==> src/stft_pkg.sv <==
// ----------------------------------------------------------------------------
// stft_pkg
// shared types, codes and constants of the sip transaction table
// ----------------------------------------------------------------------------
`default_nettype none

package stft_pkg;

    localparam int unsigned TABLE_SLOTS_DEF = 256;

    // request kinds
    localparam logic [1:0] ACT_REQ   = 2'd0;
    localparam logic [1:0] ACT_RESP  = 2'd1;
    localparam logic [1:0] ACT_TIMER = 2'd2;

    // methods
    localparam logic [1:0] M_INVITE = 2'd0;
    localparam logic [1:0] M_ACK    = 2'd1;
    localparam logic [1:0] M_CANCEL = 2'd2;

    // phases
    localparam logic [2:0] PH_CALLING    = 3'd0;
    localparam logic [2:0] PH_TRYING     = 3'd1;
    localparam logic [2:0] PH_PROCEEDING = 3'd2;
    localparam logic [2:0] PH_COMPLETED  = 3'd3;
    localparam logic [2:0] PH_CONFIRMED  = 3'd4;
    localparam logic [2:0] PH_TERMINATED = 3'd5;

    // machine kinds
    localparam logic [2:0] MK_CNI   = 3'd0;
    localparam logic [2:0] MK_CI    = 3'd1;
    localparam logic [2:0] MK_SNI   = 3'd2;
    localparam logic [2:0] MK_SI    = 3'd3;
    localparam logic [2:0] MK_STALE = 3'd4;

    // timer kinds
    localparam logic [3:0] TK_TRYING = 4'd0;
    localparam logic [3:0] TK_A      = 4'd1;
    localparam logic [3:0] TK_B      = 4'd2;
    localparam logic [3:0] TK_D      = 4'd3;
    localparam logic [3:0] TK_E1     = 4'd4;
    localparam logic [3:0] TK_E2     = 4'd5;
    localparam logic [3:0] TK_F      = 4'd6;
    localparam logic [3:0] TK_G      = 4'd7;
    localparam logic [3:0] TK_H      = 4'd8;
    localparam logic [3:0] TK_I      = 4'd9;
    localparam logic [3:0] TK_J      = 4'd10;
    localparam logic [3:0] TK_K      = 4'd11;
    localparam logic [3:0] TK_STALE  = 4'd12;

    // wire and user actions
    localparam logic [1:0] WA_NONE   = 2'd0;
    localparam logic [1:0] WA_SEND   = 2'd1;
    localparam logic [1:0] WA_RESEND = 2'd2;
    localparam logic [1:0] WA_ACK    = 2'd3;
    localparam logic [1:0] UA_NONE   = 2'd0;
    localparam logic [1:0] UA_PASS   = 2'd1;
    localparam logic [1:0] UA_SAVED  = 2'd2;

    // status code bounds
    localparam logic [9:0] CODE_PROV  = 10'd100;
    localparam logic [9:0] CODE_OK    = 10'd200;
    localparam logic [9:0] CODE_FAIL  = 10'd300;
    localparam logic [9:0] CODE_MAX   = 10'd699;

    // configuration register indexes
    localparam logic [3:0] CFG_T1      = 4'd0;
    localparam logic [3:0] CFG_T2      = 4'd1;
    localparam logic [3:0] CFG_T4      = 4'd2;
    localparam logic [3:0] CFG_TD      = 4'd3;
    localparam logic [3:0] CFG_TS      = 4'd4;
    localparam logic [3:0] CFG_T100    = 4'd5;
    localparam logic [3:0] CFG_DISCARD = 4'd6;
    localparam logic [3:0] CFG_RELIABLE = 4'd7;

    typedef struct packed {
        logic [13:0] t1;
        logic [15:0] t2;
        logic [15:0] t4;
        logic [19:0] td;
        logic [19:0] ts;
        logic [15:0] t100;
        logic        discard;
        logic        reliable;
    } cfg_t;

    typedef struct packed {
        logic [1:0]  action;
        logic [7:0]  slot;
        logic        slot_known;
        logic [1:0]  method;
        logic [1:0]  cseq_method;
        logic [9:0]  status_code;
        logic        from_user;
        logic [3:0]  timer_kind;
        logic [19:0] timer_delay;
    } item_t;

    typedef struct packed {
        logic       valid;
        logic [2:0] kind;
        logic [2:0] phase;
    } entry_t;

    localparam int unsigned ENTRY_W = $bits(entry_t);

    typedef struct packed {
        logic [1:0]  wire_a;
        logic [1:0]  user_a;
        logic [3:0]  tk0;
        logic [19:0] td0;
        logic [3:0]  tk1;
        logic [19:0] td1;
        logic        rel;
        logic        err;
    } res_t;

endpackage

`default_nettype wire

==> src/stft_ram.sv <==
// ----------------------------------------------------------------------------
// stft_ram
// generic single write, single read memory with registered read data
// ----------------------------------------------------------------------------
`default_nettype none

module stft_ram #(
    parameter int unsigned WIDTH = 8,
    parameter int unsigned DEPTH = 256
) (
    input  wire logic                     clk,
    input  wire logic                     we,
    input  wire logic [$clog2(DEPTH)-1:0] waddr,
    input  wire logic [WIDTH-1:0]         wdata,
    input  wire logic [$clog2(DEPTH)-1:0] raddr,
    output logic      [WIDTH-1:0]         rdata
);

    logic [WIDTH-1:0] mem [DEPTH];

    always_ff @(posedge clk)
    begin
        if (we)
        begin
            mem[waddr] <= wdata;
        end
        rdata <= mem[raddr];
    end

endmodule

`default_nettype wire

==> src/stft_front.sv <==
// ----------------------------------------------------------------------------
// stft_front
// accepts requests, clears the table after reset, reads the slot entry,
// classifies the request and queues it for the back end
// ----------------------------------------------------------------------------
`default_nettype none

module stft_front
    import stft_pkg::*;
#(
    parameter int unsigned TABLE_SLOTS = TABLE_SLOTS_DEF
) (
    input  wire logic                           clk,
    input  wire logic                           rst_n,
    input  wire logic                           in_valid,
    output logic                                in_ready,
    input  wire item_t                          in_item,
    // queue towards the back end
    output logic                                q_valid,
    output item_t                               q_item,
    output entry_t                              q_entry,
    output logic                                q_hit,
    output logic                                q_in_range,
    output logic [$clog2(TABLE_SLOTS)-1:0]      q_addr,
    input  wire logic                           q_pop,
    // write from the back end
    input  wire logic                           bk_we,
    input  wire logic [$clog2(TABLE_SLOTS)-1:0] bk_addr,
    input  wire entry_t                         bk_data
);

    localparam int unsigned AW = $clog2(TABLE_SLOTS);

    logic [AW:0]   clr_cnt_reg;
    logic          clearing;
    logic          busy_reg;
    logic          pend_reg;
    item_t         item_reg;
    logic [AW-1:0] raddr;
    logic [AW-1:0] waddr;
    entry_t        wdata;
    logic          we;
    logic [ENTRY_W-1:0] rdata;
    entry_t        rentry;
    logic [AW+7:0] slot_ext;
    logic          in_range;
    logic          accept;

    assign clearing = (clr_cnt_reg < (AW+1)'(TABLE_SLOTS));
    assign in_ready = !clearing && !busy_reg;
    assign accept   = in_valid && in_ready;

    // address from the held request, or from the new one on accept
    always_comb
    begin
        if (accept)
        begin
            slot_ext = {{AW{1'b0}}, in_item.slot};
        end
        else
        begin
            slot_ext = {{AW{1'b0}}, item_reg.slot};
        end
    end
    assign raddr    = slot_ext[AW-1:0];
    assign in_range = (slot_ext < (AW+8)'(TABLE_SLOTS));

    assign we    = clearing || bk_we;
    assign waddr = clearing ? clr_cnt_reg[AW-1:0] : bk_addr;
    assign wdata = clearing ? entry_t'('0) : bk_data;

    stft_ram #(
        .WIDTH (ENTRY_W),
        .DEPTH (TABLE_SLOTS)
    ) u_table (
        .clk   (clk),
        .we    (we),
        .waddr (waddr),
        .wdata (wdata),
        .raddr (raddr),
        .rdata (rdata)
    );

    assign rentry = entry_t'(rdata);

    always_ff @(posedge clk or negedge rst_n)
    begin
        if (!rst_n)
        begin
            clr_cnt_reg <= '0;
            busy_reg    <= 1'b0;
            pend_reg    <= 1'b0;
            q_valid     <= 1'b0;
        end
        else
        begin
            if (clearing)
            begin
                clr_cnt_reg <= clr_cnt_reg + 1'b1;
            end
            if (accept)
            begin
                busy_reg <= 1'b1;
                pend_reg <= 1'b1;
            end
            else if (pend_reg)
            begin
                pend_reg <= 1'b0;
                q_valid  <= 1'b1;
            end
            else if (q_pop)
            begin
                q_valid  <= 1'b0;
                busy_reg <= 1'b0;
            end
        end
    end

    always_ff @(posedge clk)
    begin
        if (accept)
        begin
            item_reg <= in_item;
        end
        if (pend_reg)
        begin
            q_item     <= item_reg;
            q_entry    <= rentry;
            q_in_range <= in_range;
            q_hit      <= in_range && item_reg.slot_known && rentry.valid;
            q_addr     <= raddr;
        end
    end

endmodule

`default_nettype wire

==> src/stft_back.sv <==
// ----------------------------------------------------------------------------
// stft_back
// runs the transaction machines, writes the entry back and holds the result
// ----------------------------------------------------------------------------
`default_nettype none

module stft_back
    import stft_pkg::*;
#(
    parameter int unsigned TABLE_SLOTS = TABLE_SLOTS_DEF
) (
    input  wire logic                           clk,
    input  wire logic                           rst_n,
    input  wire cfg_t                           cfg,
    input  wire logic                           q_valid,
    input  wire item_t                          q_item,
    input  wire entry_t                         q_entry,
    input  wire logic                           q_hit,
    input  wire logic                           q_in_range,
    input  wire logic [$clog2(TABLE_SLOTS)-1:0] q_addr,
    output logic                                q_pop,
    output logic                                bk_we,
    output logic [$clog2(TABLE_SLOTS)-1:0]      bk_addr,
    output entry_t                              bk_data,
    output logic                                out_valid,
    input  wire logic                           out_ready,
    output logic [1:0]                          wire_action,
    output logic [1:0]                          user_action,
    output logic [3:0]                          first_timer,
    output logic [19:0]                         first_delay,
    output logic [3:0]                          second_timer,
    output logic [19:0]                         second_delay,
    output logic                                release_slot,
    output logic                                dropped,
    output logic                                protocol_error,
    output logic [2:0]                          phase_after
);

    function automatic res_t add_timer(res_t r, logic [3:0] kind, logic [19:0] dly);
        res_t o;
        o = r;
        if (r.tk0 == 4'd0)
        begin
            o.tk0 = kind + 4'd1;
            o.td0 = dly;
        end
        else
        begin
            o.tk1 = kind + 4'd1;
            o.td1 = dly;
        end
        return o;
    endfunction

    res_t        r;
    logic [2:0]  k;
    logic [2:0]  p;
    logic        have;
    logic        created;
    logic        quiet;
    logic        early;
    logic [19:0] long_wait;
    logic [19:0] backoff;
    logic [1:0]  act;
    logic [1:0]  meth;
    logic [9:0]  code;
    logic        fu;
    logic [3:0]  tk;

    assign act  = q_item.action;
    assign meth = q_item.method;
    assign code = q_item.status_code;
    assign fu   = q_item.from_user;
    assign tk   = q_item.timer_kind;

    assign long_wait = {cfg.t1, 6'b0};
    assign backoff   = (q_item.timer_delay < {4'd0, cfg.t2}) ?
                       {q_item.timer_delay[18:0], 1'b0} : q_item.timer_delay;
    assign early     = (q_entry.phase == PH_TRYING) || (q_entry.phase == PH_PROCEEDING);

    always_comb
    begin
        r       = '0;
        k       = MK_CNI;
        p       = PH_TERMINATED;
        have    = 1'b0;
        created = 1'b0;
        if (q_in_range)
        begin
            if (q_hit)
            begin
                have = 1'b1;
                k    = q_entry.kind;
                p    = q_entry.phase;
                case (q_entry.kind)
                    MK_CNI:
                    begin
                        if (act == ACT_REQ)
                        begin
                            if (meth != M_INVITE && fu)
                            begin
                                r = add_timer(r, TK_F, long_wait);
                                r.wire_a = WA_SEND;
                            end
                        end
                        else if (act == ACT_RESP)
                        begin
                            if (!fu && code >= CODE_PROV && code < CODE_OK)
                            begin
                                if (p == PH_TRYING || p == PH_PROCEEDING)
                                begin
                                    p = PH_PROCEEDING;
                                    if (!cfg.reliable)
                                    begin
                                        r = add_timer(r, TK_E2, {4'd0, cfg.t2});
                                    end
                                    r.user_a = UA_PASS;
                                end
                            end
                            else if (!fu && code >= CODE_OK)
                            begin
                                r.user_a = UA_PASS;
                                if (cfg.reliable)
                                begin
                                    r.rel = 1'b1;
                                end
                                else
                                begin
                                    p = PH_COMPLETED;
                                    r = add_timer(r, TK_K, {4'd0, cfg.t4});
                                end
                            end
                        end
                        else if (act == ACT_TIMER)
                        begin
                            if (tk == TK_E1)
                            begin
                                if (p == PH_TRYING)
                                begin
                                    r = add_timer(r, TK_E1, backoff);
                                    r.wire_a = WA_RESEND;
                                end
                            end
                            else if (tk == TK_E2)
                            begin
                                if (p == PH_PROCEEDING)
                                begin
                                    r = add_timer(r, TK_E2, {4'd0, cfg.t2});
                                    r.wire_a = WA_RESEND;
                                end
                            end
                            else if (tk == TK_F)
                            begin
                                r.user_a = UA_SAVED;
                                r.rel    = 1'b1;
                            end
                            else if (tk == TK_K)
                            begin
                                r.rel = 1'b1;
                            end
                            else
                            begin
                                r.err = 1'b1;
                            end
                        end
                    end
                    MK_CI:
                    begin
                        if (act == ACT_REQ)
                        begin
                            if (meth == M_INVITE && fu)
                            begin
                                r = add_timer(r, TK_B, long_wait);
                                r.wire_a = WA_SEND;
                            end
                        end
                        else if (act == ACT_RESP)
                        begin
                            if (!fu && q_item.cseq_method == M_INVITE)
                            begin
                                if (code >= CODE_PROV && code < CODE_OK)
                                begin
                                    if (p == PH_CALLING || p == PH_PROCEEDING)
                                    begin
                                        p = PH_PROCEEDING;
                                        r.user_a = UA_PASS;
                                    end
                                end
                                else if (code >= CODE_OK && code < CODE_FAIL)
                                begin
                                    k = MK_STALE;
                                    p = PH_TERMINATED;
                                    r = add_timer(r, TK_STALE, cfg.ts);
                                    r.user_a = UA_PASS;
                                end
                                else if (code >= CODE_FAIL)
                                begin
                                    if (cfg.reliable)
                                    begin
                                        r.wire_a = WA_ACK;
                                        r.user_a = UA_PASS;
                                        r.rel    = 1'b1;
                                    end
                                    else if (p == PH_CALLING || p == PH_PROCEEDING)
                                    begin
                                        p = PH_COMPLETED;
                                        r = add_timer(r, TK_D, cfg.td);
                                        r.wire_a = WA_ACK;
                                        r.user_a = UA_PASS;
                                    end
                                    else if (p == PH_COMPLETED)
                                    begin
                                        r.wire_a = WA_RESEND;
                                        r.user_a = UA_PASS;
                                    end
                                    else
                                    begin
                                        r.err = 1'b1;
                                    end
                                end
                            end
                        end
                        else if (act == ACT_TIMER)
                        begin
                            if (tk == TK_A)
                            begin
                                if (p == PH_CALLING)
                                begin
                                    r = add_timer(r, TK_A, backoff);
                                    r.wire_a = WA_RESEND;
                                end
                            end
                            else if (tk == TK_B)
                            begin
                                r.rel = 1'b1;
                                r.err = 1'b1;
                            end
                            else if (tk == TK_D)
                            begin
                                r.rel = 1'b1;
                            end
                        end
                    end
                    MK_SNI:
                    begin
                        if (act == ACT_REQ)
                        begin
                            if (meth != M_INVITE && !fu && p != PH_TRYING)
                            begin
                                if (p == PH_PROCEEDING || p == PH_COMPLETED)
                                begin
                                    r.wire_a = WA_RESEND;
                                end
                                else
                                begin
                                    r.err = 1'b1;
                                end
                            end
                        end
                        else if (act == ACT_RESP)
                        begin
                            if (fu && code >= CODE_PROV && code < CODE_OK)
                            begin
                                if (p == PH_TRYING || p == PH_PROCEEDING)
                                begin
                                    p = PH_PROCEEDING;
                                    r.wire_a = WA_SEND;
                                end
                            end
                            else if (fu && code >= CODE_OK && code <= CODE_MAX)
                            begin
                                if (cfg.reliable)
                                begin
                                    r.wire_a = WA_SEND;
                                    r.rel    = 1'b1;
                                end
                                else if (p == PH_TRYING || p == PH_PROCEEDING)
                                begin
                                    p = PH_COMPLETED;
                                    r = add_timer(r, TK_J, long_wait);
                                    r.wire_a = WA_SEND;
                                end
                                else if (p != PH_COMPLETED)
                                begin
                                    r.err = 1'b1;
                                end
                            end
                        end
                        else if (act == ACT_TIMER)
                        begin
                            if (tk == TK_J && p == PH_COMPLETED)
                            begin
                                r.rel = 1'b1;
                            end
                            else
                            begin
                                r.err = 1'b1;
                            end
                        end
                    end
                    MK_SI:
                    begin
                        if (act == ACT_REQ)
                        begin
                            if (!fu)
                            begin
                                if (meth == M_INVITE)
                                begin
                                    if (p == PH_PROCEEDING || p == PH_COMPLETED)
                                    begin
                                        r.user_a = UA_PASS;
                                    end
                                end
                                else if (meth == M_ACK)
                                begin
                                    if (p == PH_COMPLETED)
                                    begin
                                        if (cfg.reliable)
                                        begin
                                            r.rel = 1'b1;
                                        end
                                        else
                                        begin
                                            p = PH_CONFIRMED;
                                            r = add_timer(r, TK_I, {4'd0, cfg.t4});
                                        end
                                    end
                                end
                                else if (meth == M_CANCEL)
                                begin
                                    r.user_a = UA_PASS;
                                end
                            end
                        end
                        else if (act == ACT_RESP)
                        begin
                            if (fu && code >= CODE_PROV && code <= CODE_MAX
                                && q_item.cseq_method == M_INVITE)
                            begin
                                if (code == CODE_PROV)
                                begin
                                    if (p == PH_TRYING)
                                    begin
                                        p = PH_PROCEEDING;
                                        r.wire_a = WA_SEND;
                                    end
                                end
                                else if (code < CODE_OK)
                                begin
                                    if (early)
                                    begin
                                        p = PH_PROCEEDING;
                                        r.wire_a = WA_SEND;
                                    end
                                end
                                else if (code < CODE_FAIL)
                                begin
                                    if (early)
                                    begin
                                        k = MK_STALE;
                                        p = PH_TERMINATED;
                                        r = add_timer(r, TK_STALE, cfg.ts);
                                        r.wire_a = WA_SEND;
                                    end
                                end
                                else if (early)
                                begin
                                    p = PH_COMPLETED;
                                    r = add_timer(r, TK_H, long_wait);
                                    if (!cfg.reliable)
                                    begin
                                        r = add_timer(r, TK_G, {6'd0, cfg.t1});
                                    end
                                    r.wire_a = WA_SEND;
                                end
                            end
                        end
                        else if (act == ACT_TIMER)
                        begin
                            if (tk == TK_G)
                            begin
                                if (p == PH_COMPLETED)
                                begin
                                    r.wire_a = WA_RESEND;
                                    r = add_timer(r, TK_G, backoff);
                                end
                            end
                            else if (tk == TK_H || tk == TK_I)
                            begin
                                r.rel = 1'b1;
                            end
                            else if (tk == TK_J)
                            begin
                                r.rel = 1'b0;
                            end
                            else if (tk == TK_TRYING)
                            begin
                                if (p == PH_TRYING)
                                begin
                                    r.wire_a = WA_RESEND;
                                end
                            end
                            else
                            begin
                                r.err = 1'b1;
                            end
                        end
                    end
                    MK_STALE:
                    begin
                        if (act == ACT_TIMER && tk == TK_STALE)
                        begin
                            r.rel = 1'b1;
                        end
                    end
                    default:
                    begin
                        r.err = 1'b1;
                    end
                endcase
            end
            else if (act == ACT_REQ)
            begin
                have    = 1'b1;
                created = 1'b1;
                if (!fu)
                begin
                    if (meth == M_INVITE)
                    begin
                        k = MK_SI;
                        p = PH_PROCEEDING;
                        r = add_timer(r, TK_TRYING, {4'd0, cfg.t100});
                    end
                    else
                    begin
                        k = MK_SNI;
                        p = PH_TRYING;
                    end
                    r.user_a = UA_PASS;
                end
                else if (meth == M_INVITE)
                begin
                    k = MK_CI;
                    p = PH_CALLING;
                    r = add_timer(r, TK_B, long_wait);
                    r.wire_a = WA_SEND;
                end
                else
                begin
                    k = MK_CNI;
                    p = PH_TRYING;
                    r = add_timer(r, TK_F, long_wait);
                    r.wire_a = WA_SEND;
                end
            end
            else if (act == ACT_RESP && !cfg.discard)
            begin
                r.err = 1'b1;
            end
        end
        quiet = (r.wire_a == WA_NONE) && (r.user_a == UA_NONE) && (r.tk0 == 4'd0)
                && !r.rel && !r.err && !created
                && (!have || created || (k == q_entry.kind && p == q_entry.phase));
    end

    assign q_pop         = q_valid && (!out_valid || out_ready);
    assign bk_we         = q_pop && have;
    assign bk_addr       = q_addr;
    assign bk_data.valid = !r.rel;
    assign bk_data.kind  = k;
    assign bk_data.phase = r.rel ? PH_TERMINATED : p;

    always_ff @(posedge clk or negedge rst_n)
    begin
        if (!rst_n)
        begin
            out_valid <= 1'b0;
        end
        else if (q_pop)
        begin
            out_valid <= 1'b1;
        end
        else if (out_ready)
        begin
            out_valid <= 1'b0;
        end
    end

    always_ff @(posedge clk)
    begin
        if (q_pop)
        begin
            wire_action    <= r.wire_a;
            user_action    <= r.user_a;
            first_timer    <= r.tk0;
            first_delay    <= r.td0;
            second_timer   <= r.tk1;
            second_delay   <= r.td1;
            release_slot   <= r.rel;
            dropped        <= quiet;
            protocol_error <= r.err;
            phase_after    <= (have && !r.rel) ? p : PH_TERMINATED;
        end
    end

endmodule

`default_nettype wire

==> src/sip_transaction_fsm_table_core.sv <==
// ----------------------------------------------------------------------------
// sip_transaction_fsm_table_core
// table of sip client and server transaction machines
// ----------------------------------------------------------------------------
// each request carries a sip request, a sip response or a timer expiry for one
// slot of the transaction table and yields exactly one result: what goes to
// the wire and to the transaction user, up to two timers to start with their
// delays, whether the slot is freed, and the phase left behind. requests are
// handled one at a time; a result is offered once its request has gone through
// the table read with the request capture, then the queue stage, then the
// machine update that writes the entry back and loads the result register in
// the same edge. the next request is taken once the previous one has written
// its entry back, and the machine update waits while the result side holds
// off an earlier result. after reset the table is swept clear, one slot a
// cycle, over all TABLE_SLOTS slots, during which no request is taken;
// configuration writes are taken at any time but are meant to land while the
// block is idle
// ----------------------------------------------------------------------------
`default_nettype none

module sip_transaction_fsm_table_core
    import stft_pkg::*;
#(
    parameter int unsigned TABLE_SLOTS = TABLE_SLOTS_DEF
) (
    input  wire logic        clk,
    input  wire logic        rst_n,
    // configuration writes
    input  wire logic        cfg_valid,
    output logic             cfg_ready,
    input  wire logic [3:0]  cfg_index,
    input  wire logic [19:0] cfg_data,
    // request channel
    input  wire logic        in_valid,
    output logic             in_ready,
    input  wire logic [1:0]  action,
    input  wire logic [7:0]  slot,
    input  wire logic        slot_known,
    input  wire logic [1:0]  method,
    input  wire logic [1:0]  cseq_method,
    input  wire logic [9:0]  status_code,
    input  wire logic        from_user,
    input  wire logic [3:0]  timer_kind,
    input  wire logic [19:0] timer_delay,
    // result channel
    output logic             out_valid,
    input  wire logic        out_ready,
    output logic [1:0]       wire_action,
    output logic [1:0]       user_action,
    output logic [3:0]       first_timer,
    output logic [19:0]      first_delay,
    output logic [3:0]       second_timer,
    output logic [19:0]      second_delay,
    output logic             release_slot,
    output logic             dropped,
    output logic             protocol_error,
    output logic [2:0]       phase_after
);

    localparam int unsigned AW = $clog2(TABLE_SLOTS);

    cfg_t          cfg_reg;
    item_t         in_item;
    logic          q_valid;
    item_t         q_item;
    entry_t        q_entry;
    logic          q_hit;
    logic          q_in_range;
    logic [AW-1:0] q_addr;
    logic          q_pop;
    logic          bk_we;
    logic [AW-1:0] bk_addr;
    entry_t        bk_data;

    // timer and mode registers, always ready
    assign cfg_ready = 1'b1;

    always_ff @(posedge clk or negedge rst_n)
    begin
        if (!rst_n)
        begin
            cfg_reg.t1       <= 14'd500;
            cfg_reg.t2       <= 16'd4000;
            cfg_reg.t4       <= 16'd5000;
            cfg_reg.td       <= 20'd32000;
            cfg_reg.ts       <= 20'd32000;
            cfg_reg.t100     <= 16'd200;
            cfg_reg.discard  <= 1'b1;
            cfg_reg.reliable <= 1'b0;
        end
        else if (cfg_valid)
        begin
            case (cfg_index)
                CFG_T1:       cfg_reg.t1       <= cfg_data[13:0];
                CFG_T2:       cfg_reg.t2       <= cfg_data[15:0];
                CFG_T4:       cfg_reg.t4       <= cfg_data[15:0];
                CFG_TD:       cfg_reg.td       <= cfg_data;
                CFG_TS:       cfg_reg.ts       <= cfg_data;
                CFG_T100:     cfg_reg.t100     <= cfg_data[15:0];
                CFG_DISCARD:  cfg_reg.discard  <= cfg_data[0];
                CFG_RELIABLE: cfg_reg.reliable <= cfg_data[0];
                default:      cfg_reg          <= cfg_reg;
            endcase
        end
    end

    // request fields gathered into one bundle
    assign in_item.action      = action;
    assign in_item.slot        = slot;
    assign in_item.slot_known  = slot_known;
    assign in_item.method      = method;
    assign in_item.cseq_method = cseq_method;
    assign in_item.status_code = status_code;
    assign in_item.from_user   = from_user;
    assign in_item.timer_kind  = timer_kind;
    assign in_item.timer_delay = timer_delay;

    // front end: acceptance, table sweep, entry read and classification
    stft_front #(
        .TABLE_SLOTS (TABLE_SLOTS)
    ) u_front (
        .clk        (clk),
        .rst_n      (rst_n),
        .in_valid   (in_valid),
        .in_ready   (in_ready),
        .in_item    (in_item),
        .q_valid    (q_valid),
        .q_item     (q_item),
        .q_entry    (q_entry),
        .q_hit      (q_hit),
        .q_in_range (q_in_range),
        .q_addr     (q_addr),
        .q_pop      (q_pop),
        .bk_we      (bk_we),
        .bk_addr    (bk_addr),
        .bk_data    (bk_data)
    );

    // back end: machine update, write-back and result register
    stft_back #(
        .TABLE_SLOTS (TABLE_SLOTS)
    ) u_back (
        .clk            (clk),
        .rst_n          (rst_n),
        .cfg            (cfg_reg),
        .q_valid        (q_valid),
        .q_item         (q_item),
        .q_entry        (q_entry),
        .q_hit          (q_hit),
        .q_in_range     (q_in_range),
        .q_addr         (q_addr),
        .q_pop          (q_pop),
        .bk_we          (bk_we),
        .bk_addr        (bk_addr),
        .bk_data        (bk_data),
        .out_valid      (out_valid),
        .out_ready      (out_ready),
        .wire_action    (wire_action),
        .user_action    (user_action),
        .first_timer    (first_timer),
        .first_delay    (first_delay),
        .second_timer   (second_timer),
        .second_delay   (second_delay),
        .release_slot   (release_slot),
        .dropped        (dropped),
        .protocol_error (protocol_error),
        .phase_after    (phase_after)
    );

endmodule

`default_nettype wire

==> config.mk <==
export PLATFORM = sky130hd
export DESIGN_NAME = sip_transaction_fsm_table_core
export DESIGN_NICKNAME = d
export VERILOG_FILES = /design/src/stft_pkg.sv /design/src/stft_ram.sv /design/src/stft_front.sv /design/src/stft_back.sv /design/src/sip_transaction_fsm_table_core.sv
export SDC_FILE = /design/constraint.sdc
export NUM_CORES = 2
export LEC_CHECK = 0
export ABC_AREA = 1
export BUFFER_PORTS_ARGS = -buffer_cell sky130_fd_sc_hd__buf_2
export CORE_AREA = 2 2 398 400
export DETAILED_ROUTE_END_ITERATION = 16
export DIE_AREA = 0 0 400 402
export HOLD_SLACK_MARGIN = 0.05
export PLACE_DENSITY = 0.75
export SLEW_MARGIN = 20
export SYNTH_ARGS = -nofsm -noshare
export SYNTH_HDL_FRONTEND = slang
export SYNTH_SLANG_ARGS = --single-unit
==> constraint.sdc <==
create_clock -name clk -period 18.97 [get_ports clk]
set_input_delay 1.897 -clock clk [delete_from_list [all_inputs] [get_ports clk]]
set_output_delay 1.897 -clock clk [all_outputs]
set_load 0.02 [all_outputs]
==> flow_summary.ini <==
[final_layout]
syn2layout_area_growth_pct = 9.75
nets = 9183
final.fill_count = 11900
final_common_cell = nand2_1
layout-drive-gt1-share = 0.0658
multi_input_area_sq_mm = 0.0231
largest_reg_flops = 1792
seqCellArea_sq_mm = 0.0616
final_cell_mix = 2,539 x nand2_1, 1,947 x edfxtp_1, 1,630 x nand3_1, 1,402 x inv_1, 382 x nor2_1
final_util = 0.643

[sta]
fin_crit_sh = 0.347
timing.fmax_ghz = 0.152
hold_viol = 0
finalCriticalPeriod_ps = 6580
setup-violations-final = 0
max_slew.worst_pin.slew_ps = 1240
maxSlewViolCount = 0
finalSetupTns_ps = 0
max_slew_margin = 0.173
fin_skew_ps = 37.6
rsz0062_at_grt = false

[worst_setup_path]
reg2reg_depth = 17
cpMostUsedCell = nand3_1
cp_slowest_cell = buf_4
cpPeakStageDelay_ps = 940
cpLargestDelayFamily = simple AND/OR/NAND/NOR gates
start_kind = primary input
r2r_slack_ps = 12500
worst-path-max-fanout = 111
crit_buf_inv = 4
path_class = primary input to flip-flop
cp_data_required_time_ps = 19700
worstPathCellList = buf_2 -> nand3_2 -> nand2_4 -> nand2_4 -> buf_4 -> buf_6 -> buf_4 -> nand2_1 -> nand3_1 -> nand3_1 -> nand3_1 -> nand3_1 -> nand3_1 -> nand3_1 -> nand3_1 -> nand2_1
crit_path_end_kind = flip-flop
arrival_ps = 7310
cp.depth = 16

[synth]
ys_seq_area_frac = 0.669
synth_top_area_cell = edfxtp_1
yosys_most_used_dff = edfxtp_1
synthArstFlopShare = 0.0565
synth_edf_count = 1947
synthTopCellsByArea = edfxtp_1 64%, nand2_1 10%, nand3_1 8.9%
synth.top_cell.area_share = 0.636
syn-cell-area_sq_mm = 0.0920
syn_area_per_cell_sq_um = 10.1
yosysWarnings = 0
syn_inst = 9149
yosysUniqueCellTypes = 48
ys_ff_latch = 2071

[clock_tree]
clk_latency_ps = 870
cts.htree.levels = 4
cts_buffers = 204
tritoncts = yes
hold_buffers = 0
cts_resized = 0
postCtsSetupRepairBufs = 0
cts_root_buffer = clkbuf_16
cts.sinks = 2071
clockBufferDepth = 3
clk_pin_slew_ps = 60

[grt]
grt_pass1_wl_mm = 389
grt_max_degree = 191
grt_pass1_vias = 63500
grt_use_total = 0.321
grt_overflow_total = 0
antenna_found_initial = 5

[status]
status = finished, final reports clean

[drt]
vias = 66800
drtAntennaViolNets = 0
drt-initial-drc-count = 8812
dr.pass1.iters = 9
via_per_inst = 5.88
drt_drc_violations_left = 0
routed_wl_mm = 260
wl_per_cell_um = 22.9

[place]
numPortBuffers = 129
hpwl_mm = 151
routabilityCongestion = 0.988

[floorplan]
die_area_sq_mm = 0.161
die_x_um = 400
start_util = 0.586
io_pins = 140
core-area_sq_mm = 0.157
die_h_um = 402
rows = 146

[power]
peakVddDrop_mv = 0.119
power_leakage_nw = 41.8
p_total_mw = 9.24
p_per_area_mw_per_mm2 = 91.6

[job]
drv_cap = 0

[min_path]
hold_path_depth = 0
min_path_type = flip-flop to flip-flop
## synthesized netlist by cell type, drive strengths merged (16+ instances only)
library cell  instances
nor3                 31
o211ai              100
clkbuf              262
ha                   16
nand4                35
dfstp                33
buf                 243
nor2                390
dfrtp                84
a21oi                50
nand3b               85
nand2              2548
edfxtp             1947
o21ai               201
nand3              1634
inv                1412
## layer usage
metal | vias up | GRT usage | part of all wire
met3 | 677 | 0.0641 | 0.11
li1 | 30100 | - | -
met1 | 32100 | 0.441 | 0.38
met5 | - | 0 | 0.00010
met2 | 3911 | 0.496 | 0.46
met4 | 4 | 0.150 | 0.048
## area by class of cell
cell class	count	area share
Clock inverter	119	0.0131
Sequential cell	2071	0.610
Multi-Input combinational cell	5163	0.229
Clock buffer	265	0.0538
Antenna cell	6	0.000149
Timing Repair Buffer	230	0.0151
Tap cell	2072	0.0257
Inverter	1418	0.0529
## worst paths after layout
check | to | start
min in group asynchronous | cfg_reg[58]$_DFFE_PN0P_ | rst_n
hold reg to reg | u_front.q_item[26]$_DFFE_PP_ | u_front.item_reg[26]$_DFFE_PP_
max in group asynchronous | cfg_reg[71]$_DFFE_PN0P_ | rst_n
setup / recovery | u_front.u_table.rdata[0]$_DFF_P_ | in_valid
hold / removal | u_front.q_item[26]$_DFFE_PP_ | u_front.item_reg[26]$_DFFE_PP_
setup reg to reg | u_front.u_table.rdata[4]$_DFF_P_ | u_front.clr_cnt_reg[8]$_DFFE_PN0N_
## power by group
group          switching, mW  internal, mW
clock                   1.76          2.32
combinational         0.0875        0.0413
sequential            0.0434          4.99
total                   1.89          7.35
## logic make-up (layout without fill, tap and decap cells)
group	after synthesis	in the layout	synth area share
fa+ha+maj	16	16	0.00218
simple gates	4740	4740	0.221
xor+xnor	6	6	0.000571
compound gates	390	390	0.0250
flops	2071	2071	0.669
other cells	2	16	0.0000816
mux	1	1	0.000109
buf+inv	1923	2032	0.0814
## stage by stage
stage / worst slack [ps] / hold WS, ps / cell area [sq um] / cells
floorplan: 4370 / 386 / 92000 / 9157
global placement: 11450 / 402 / 94100 / 11000
detailed placement: 11410 / 405 / 94200 / 11000
CTS: 12310 / 409 / 101000 / 11300
global route: 12120 / 421 / 101000 / 11300
finish: 12390 / 412 / 101000 / 11300
## worst reg2reg max path: stages (launching register included)
cell	delay (ps)
dfrtp_1	320
buf_4	300
inv_1	460
nor2_1	310
nand3_1	180
nand2_4	550
buf_4	840
buf_4	870
buf_4	870
nand2_1	200
nand3_1	110
nand3_1	130
nand3_1	150
nand3_1	130
nand3_1	240
nand3_1	240
nand3_1	320
nand2_1	100
Power figures use the tool's default switching activity.
